==> src/lrht_pkg.sv <==
// Shared types and constants for the layer rectangle hit test block.
// Used by every module of the block; depends on nothing else.
package lrht_pkg;

    // Table size and coordinate width.
    localparam int MAX_LAYERS = 64;
    localparam int COORD_BITS = 20;
    localparam int ADDR_BITS  = $clog2(MAX_LAYERS);

    // Field widths of the request and the count register.
    localparam int IDX_BITS   = 6;
    localparam int CNT_BITS   = 7;

    // Action codes carried by a request.
    localparam logic ACT_WRITE = 1'b0;
    localparam logic ACT_QUERY = 1'b1;

    // One request as it arrives on the input channel.
    typedef struct packed {
        logic                         action;
        logic [IDX_BITS-1:0]          entry_index;
        logic signed [COORD_BITS-1:0] left_edge;
        logic signed [COORD_BITS-1:0] top_edge;
        logic [COORD_BITS-1:0]        span_x;
        logic [COORD_BITS-1:0]        span_y;
        logic                         shown;
        logic signed [COORD_BITS-1:0] point_x;
        logic signed [COORD_BITS-1:0] point_y;
    } t_req;

    // One result of a query.
    typedef struct packed {
        logic                found;
        logic [IDX_BITS-1:0] layer_index;
    } t_rsp;

    // One stored layer rectangle.
    typedef struct packed {
        logic signed [COORD_BITS-1:0] left;
        logic signed [COORD_BITS-1:0] top;
        logic [COORD_BITS-1:0]        width;
        logic [COORD_BITS-1:0]        height;
        logic                         visible;
    } t_entry;

    // Write port request into the layer table.
    typedef struct packed {
        logic                 en;
        logic [ADDR_BITS-1:0] addr;
        t_entry               data;
    } t_wr_req;

    // Read port request into the layer table.
    typedef struct packed {
        logic                 en;
        logic [ADDR_BITS-1:0] addr;
    } t_rd_req;

endpackage

==> src/lrht_scan.sv <==
// Query sequencer: walks the layer table one entry per cycle, tests each
// rectangle against the query point and reports the first hit or a miss. Depends on lrht_pkg.
module lrht_scan
    import lrht_pkg::*;
(
    input  logic                         i_clk,
    input  logic                         i_rst_n,
    input  logic                         i_go,
    input  logic signed [COORD_BITS-1:0] i_px,
    input  logic signed [COORD_BITS-1:0] i_py,
    input  logic [CNT_BITS-1:0]          i_limit,
    input  t_entry                       i_rd_data,
    output t_rd_req                      o_rd,
    output logic                         o_busy,
    output logic                         o_done,
    output t_rsp                         o_rsp
);

    localparam logic ST_IDLE = 1'b0;
    localparam logic ST_SCAN = 1'b1;

    logic                         r_state;
    logic signed [COORD_BITS-1:0] r_px;
    logic signed [COORD_BITS-1:0] r_py;
    logic [CNT_BITS-1:0]          r_limit;
    logic [CNT_BITS-1:0]          r_addr;
    logic                         r_rd_valid;
    logic [ADDR_BITS-1:0]         r_rd_idx;
    logic                         r_done;
    t_rsp                         r_rsp;

    logic                         issue;
    logic                         hit;
    logic                         last;
    logic signed [COORD_BITS+1:0] px_w;
    logic signed [COORD_BITS+1:0] py_w;
    logic signed [COORD_BITS+1:0] l_w;
    logic signed [COORD_BITS+1:0] t_w;
    logic signed [COORD_BITS+1:0] r_edge;
    logic signed [COORD_BITS+1:0] b_edge;

    // Issue one read per cycle until every searched entry has been requested or a hit ends the scan.
    assign issue      = (r_state == ST_SCAN) && (r_addr < r_limit);
    assign o_rd.en    = issue;
    assign o_rd.addr  = r_addr[ADDR_BITS-1:0];

    // Containment test on the entry just read. Edges are two bits wider, so a
    // full-width span added to the largest offset cannot wrap.
    always_comb begin
        px_w   = {{2{r_px[COORD_BITS-1]}}, r_px};
        py_w   = {{2{r_py[COORD_BITS-1]}}, r_py};
        l_w    = {{2{i_rd_data.left[COORD_BITS-1]}}, i_rd_data.left};
        t_w    = {{2{i_rd_data.top[COORD_BITS-1]}}, i_rd_data.top};
        r_edge = l_w + $signed({2'b00, i_rd_data.width});
        b_edge = t_w + $signed({2'b00, i_rd_data.height});
        hit    = r_rd_valid && i_rd_data.visible
                 && (px_w >= l_w) && (py_w >= t_w)
                 && (px_w < r_edge) && (py_w < b_edge);
        last   = r_rd_valid
                 && ((CNT_BITS'(r_rd_idx) + CNT_BITS'(1)) == r_limit);
    end

    // Control state.
    always_ff @(posedge i_clk) begin
        if (!i_rst_n) begin
            r_state    <= ST_IDLE;
            r_rd_valid <= 1'b0;
            r_done     <= 1'b0;
        end else begin
            r_done <= 1'b0;
            case (r_state)
                ST_IDLE: begin
                    r_rd_valid <= 1'b0;
                    if (i_go) begin
                        if (i_limit == '0) begin
                            r_done <= 1'b1;
                        end else begin
                            r_state <= ST_SCAN;
                        end
                    end
                end
                ST_SCAN: begin
                    r_rd_valid <= issue;
                    if (hit || last) begin
                        r_done     <= 1'b1;
                        r_state    <= ST_IDLE;
                        r_rd_valid <= 1'b0;
                    end
                end
                default: begin
                    r_state <= ST_IDLE;
                end
            endcase
        end
    end

    // Query point, counters and result payload.
    always_ff @(posedge i_clk) begin
        if (r_state == ST_IDLE && i_go) begin
            r_px    <= i_px;
            r_py    <= i_py;
            r_limit <= i_limit;
            r_addr  <= '0;
            r_rsp   <= '0;
        end else if (r_state == ST_SCAN) begin
            if (issue) begin
                r_addr   <= r_addr + CNT_BITS'(1);
                r_rd_idx <= r_addr[ADDR_BITS-1:0];
            end
            if (hit) begin
                r_rsp.found       <= 1'b1;
                r_rsp.layer_index <= IDX_BITS'(r_rd_idx);
            end else begin
                r_rsp <= '0;
            end
        end
    end

    assign o_busy = (r_state == ST_SCAN);
    assign o_done = r_done;
    assign o_rsp  = r_rsp;

endmodule

==> config.mk <==
export PLATFORM = sky130hd
export DESIGN_NAME = lrht_scan
export DESIGN_NICKNAME = d
export VERILOG_FILES = /design/src/lrht_pkg.sv /design/src/lrht_scan.sv
export SDC_FILE = /design/constraint.sdc
export NUM_CORES = 1
export LEC_CHECK = 0
export BUFFER_PORTS_ARGS = -buffer_cell sky130_fd_sc_hd__buf_2
export CORE_MARGIN = 3
export CORE_UTILIZATION = 60
export DETAILED_ROUTE_END_ITERATION = 8
export GPL_TIMING_DRIVEN = 0
export PLACE_DENSITY = 0.86
export SETUP_SLACK_MARGIN = 0.02
export SYNTH_ARGS = -nofsm -noshare
export SYNTH_HDL_FRONTEND = slang
export SYNTH_SLANG_ARGS = --single-unit
==> constraint.sdc <==
create_clock -name i_clk -period 7.77 [get_ports i_clk]
set_input_delay 0.777 -clock i_clk [delete_from_list [all_inputs] [get_ports i_clk]]
set_output_delay 0.777 -clock i_clk [all_outputs]
set_load 0.05 [all_outputs]
==> flow_summary_export.csv <==
group,metric,value,unit
outcome,status,"finished, final reports clean",
logic_synthesis,avgSynthCellArea,9.59,um2
logic_synthesis,ys_ff_latch,70,
logic_synthesis,async_reset_ff_share,0,%
logic_synthesis,ys_seq_area_share,30.2,%
die,coreArea,10300,um2
worst_setup_path,crit_path_cell_trace,"buf_2 > ha_1 > fa_1 > a211oi_1 > nor2_1 > o211ai_1 > a21oi_1 > a2111o_1 > a21oi_1 > o21bai_1 > xnor2_1 > ha_1 > a2111oi_0 > a21oi_1 > a311oi_1 > o211a_1 > and4b_1 > buf_2 > a32o_1",
pwr,power,0.00122,W
clock_network,clkTransAtPathRegs,90,ps
finish,n_antenna_cell,0,
sta,tightest_slew,568,ps
clock_network,htree_levels,3,
die,core.rowCount,37,
sta,relSlewSlack,62.2,%
finish,fin_area,7500,um2
place,io_buffer_count,146,
logic_synthesis,synth_cells,666,
logic_synthesis,synthesis.nets,931,
route,wirelength,16.0,mm
clock_network,ctsResizeCount,0,
global_routing,grt_pass1_vias,5801,
worst_setup_path,cp_slowest_cell,"fa_1",
sta,skew,10.0,ps
worst_setup_path,path_common_cell,"a21oi_1",
route,wl_per_cell,16.6,um
finish,postLayoutCoreUtil,72.6,%
sta,setup_viol,0,
place,gp_congestion,0.954,
finish,final_nets,1089,
place,place_hpwl,13.2,mm
worst_hold_path,hold_path.class,"flip-flop to flip-flop",
place,placed_area,7310,um2
die,io_pins,147,
worst_setup_path,required,8080,ps
logic_synthesis,yosysWarnings,0,
logic_synthesis,yosys.area.top_type,"ha_1",
pwr,p_per_area,163,nW/um2
run,drv_cap,0,
die,die_w,109,um
finish,final_cell_mix,"buf_2 (147), ha_1 (132), inv_1 (64), a21oi_1 (62), edfxtp_1 (53)",
worst_setup_path,setup.worst_path.start_class,"input pin",
sta,grt_setup_unrepaired,"no",
worst_setup_path,critical-path-top-delay-family,"compound AO/OA/AOI/OAI gates",
die,die_area,11900,um2
pwr,pwr-share-clk,23.8,%
pwr,power.leakage,3.70,nW
route,firstDrtPassIters,5,
clock_network,tritoncts,"built",
finish,layout_commonest_cell,"buf_2",
clock_network,clockBufferDepth,2,
route,num_vias,5701,
clock_network,clk_root_buffer_cell,"clkbuf_8",
die,dieHeight,109,um
worst_setup_path,critPathMaxStageDelay,450,ps
worst_setup_path,cp.arrival,5110,ps
pwr,combPwrFrac,38.2,%
clock_network,cts-buffers-inserted,9,
logic_synthesis,ys_types,60,
logic_synthesis,synth_edf_count,53,
global_routing,track_usage,27.0,%
logic_synthesis,syn_area,6390,um2
global_routing,antenna_found_initial,0,
clock_network,post-cts-setup-buffer-count,0,
logic_synthesis,synth.area.top_cells,"ha_1 (26%), edfxtp_1 (25%), dfxtp_1 (5.3%), a21oi_1 (4.9%), inv_1 (3.8%)",
sta,period_minus_slack,4800,ps
worst_setup_path,critPathBufInv,2,
sta,fin_tns_setup,0,ps
pwr,switchingPower,0.000456,W
route,drt-vias-per-instance,5.91,
finish,drive_gt1_share,21.5,%
sta,finalHoldViolations,0,
die,start_util,61.9,%
sta,whs,485,ps
route,remaining_drc_errors,0,
pwr,intPower,0.000765,W
pwr,ir_drop,147,uV
global_routing,grt_max_degree,42,
global_routing,grt_pass1_wl,25.5,mm
clock_network,worstSkewPairLatency,370,ps
logic_synthesis,synth_top_area_share,25.8,%
clock_network,ctsHoldBuffers,0,
route,drt.antenna.violating_nets,0,
clock_network,cts_sinks,70,
sta,clock.fmax,0.208,GHz
worst_setup_path,cp-end-kind,"flip-flop",
logic_synthesis,ys.flop_type,"edfxtp_1",
pwr,p_seq_share,37.9,%
sta,finalMaxSlewViolations,0,
worst_setup_path,critical_path_class,"input pin to flip-flop",
worst_setup_path,cp_max_fo,10,
global_routing,grt_overflow,0,
pwr,p_sw_share,37.4,%
finish,syn2layout_area_growth,17.3,%
route,drt_iter0_drc,333,
sta,fin_crit_sh,61.8,%
[per-layer routing]
layer | up-vias | GRT usage, % | wire (um) | part of all wire [%]
met2 | 170 | 48.9 | 8180 | 51
met1 | 2675 | 31.9 | 6610 | 41
met5 | - | 0 | 0 | 0
met4 | 0 | 11.9 | 487 | 3.0
li1 | 2818 | - | - | -
met3 | 38 | 3.02 | 708 | 4.4
[layout make-up]
| type | count | area [um2] |
|---|---|---|
| Sequential cell | 70 | 1930 |
| Clock inverter | 7 | 63.8 |
| Fill cell | 772 | 2830 |
| Clock buffer | 9 | 124 |
| Inverter | 65 | 244 |
| Multi-Input combinational cell | 522 | 4150 |
| Timing Repair Buffer | 147 | 751 |
| Tap cell | 136 | 170 |
| Buffer | 9 | 61.3 |
[cells by family (layout without fill, tap and decap cells)]
logic type | Yosys count | after routing | share of synthesized area [%]
multiplexers | 4 | 4 | 0.627
XOR/XNOR | 47 | 47 | 6.44
flip-flops | 70 | 70 | 30.2
buffers and inverters | 74 | 237 | 4.78
AND/OR/NAND/NOR | 153 | 153 | 12.4
AO/OA/AOI/OAI | 184 | 184 | 19.0
adder cells (fa/ha/maj) | 134 | 134 | 26.5
[through the flow]
| stage | worst slack (ps) | std cells |
|---|---|---|
| after floorplan | 3380 | 666 |
| after global placement | 2820 | 948 |
| after detailed placement | 2670 | 949 |
| after CTS | 3030 | 965 |
| after global routing | 2630 | 965 |
| final | 2970 | 965 |
[sequential cells by signal (all words and copies together) (netlist names)]
signal and flops:
r_py 20, r_addr 7, o_busy 1, o_done 1
r_px 20, r_rd_valid 1, r_rd_idx 6, o_rsp 7
r_limit 7
[power by group through the flow]
stage | logic (W) | registers (W) | clock network [W]
floorplan | 0.000325 | 0.000466 | 0
global placement | 0.000430 | 0.000470 | 0
detailed placement | 0.000459 | 0.000471 | 0
CTS | 0.000463 | 0.000462 | 0.000296
global route | 0.000525 | 0.000467 | 0.000308
finish | 0.000467 | 0.000463 | 0.000291
[synthesized netlist by cell type, drive strengths merged, types with 4 or more instances]
cell type	number
ha	132
inv	65
a21oi	63
edfxtp	53
nand2	33
o21ai	29
nor2	27
xnor2	26
a21o	21
nand4	21
xor2	21
dfxtp	17
nand3	17
nand2b	14
buf	8
nor3	8
o21a	8
o21bai	8
nor2b	7
a211oi	6
a32o	6
o211ai	6
nor4	5
a2111oi	4
mux2i	4
or2	4
[path summary, 6_finish.rpt]
path	startpoint	to	slack (ps)	depth (start not counted)
worst max-delay path	i_rd_data[61]	o_rsp[3]$_SDFFE_PP0P_	2970	19
worst min register to register	o_rsp[6]$_SDFFE_PP0P_	o_rsp[6]$_SDFFE_PP0P_	490	1
worst min-delay path	o_rsp[6]$_SDFFE_PP0P_	o_rsp[6]$_SDFFE_PP0P_	490	1
worst max register to register	r_py[1]$_DFFE_PP_	o_rsp[3]$_SDFFE_PP0P_	5080	10
[worst reg2reg max path, stage by stage (launching register included)]
cell	delay (ps)
edfxtp_1	400
ha_1	300
nor2b_1	140
o211ai_1	190
a21oi_1	90
a2111oi_0	440
o211ai_1	200
a21oi_1	150
and4b_1	210
buf_2	190
a32o_1	270
Power figures use the tool's default switching activity.
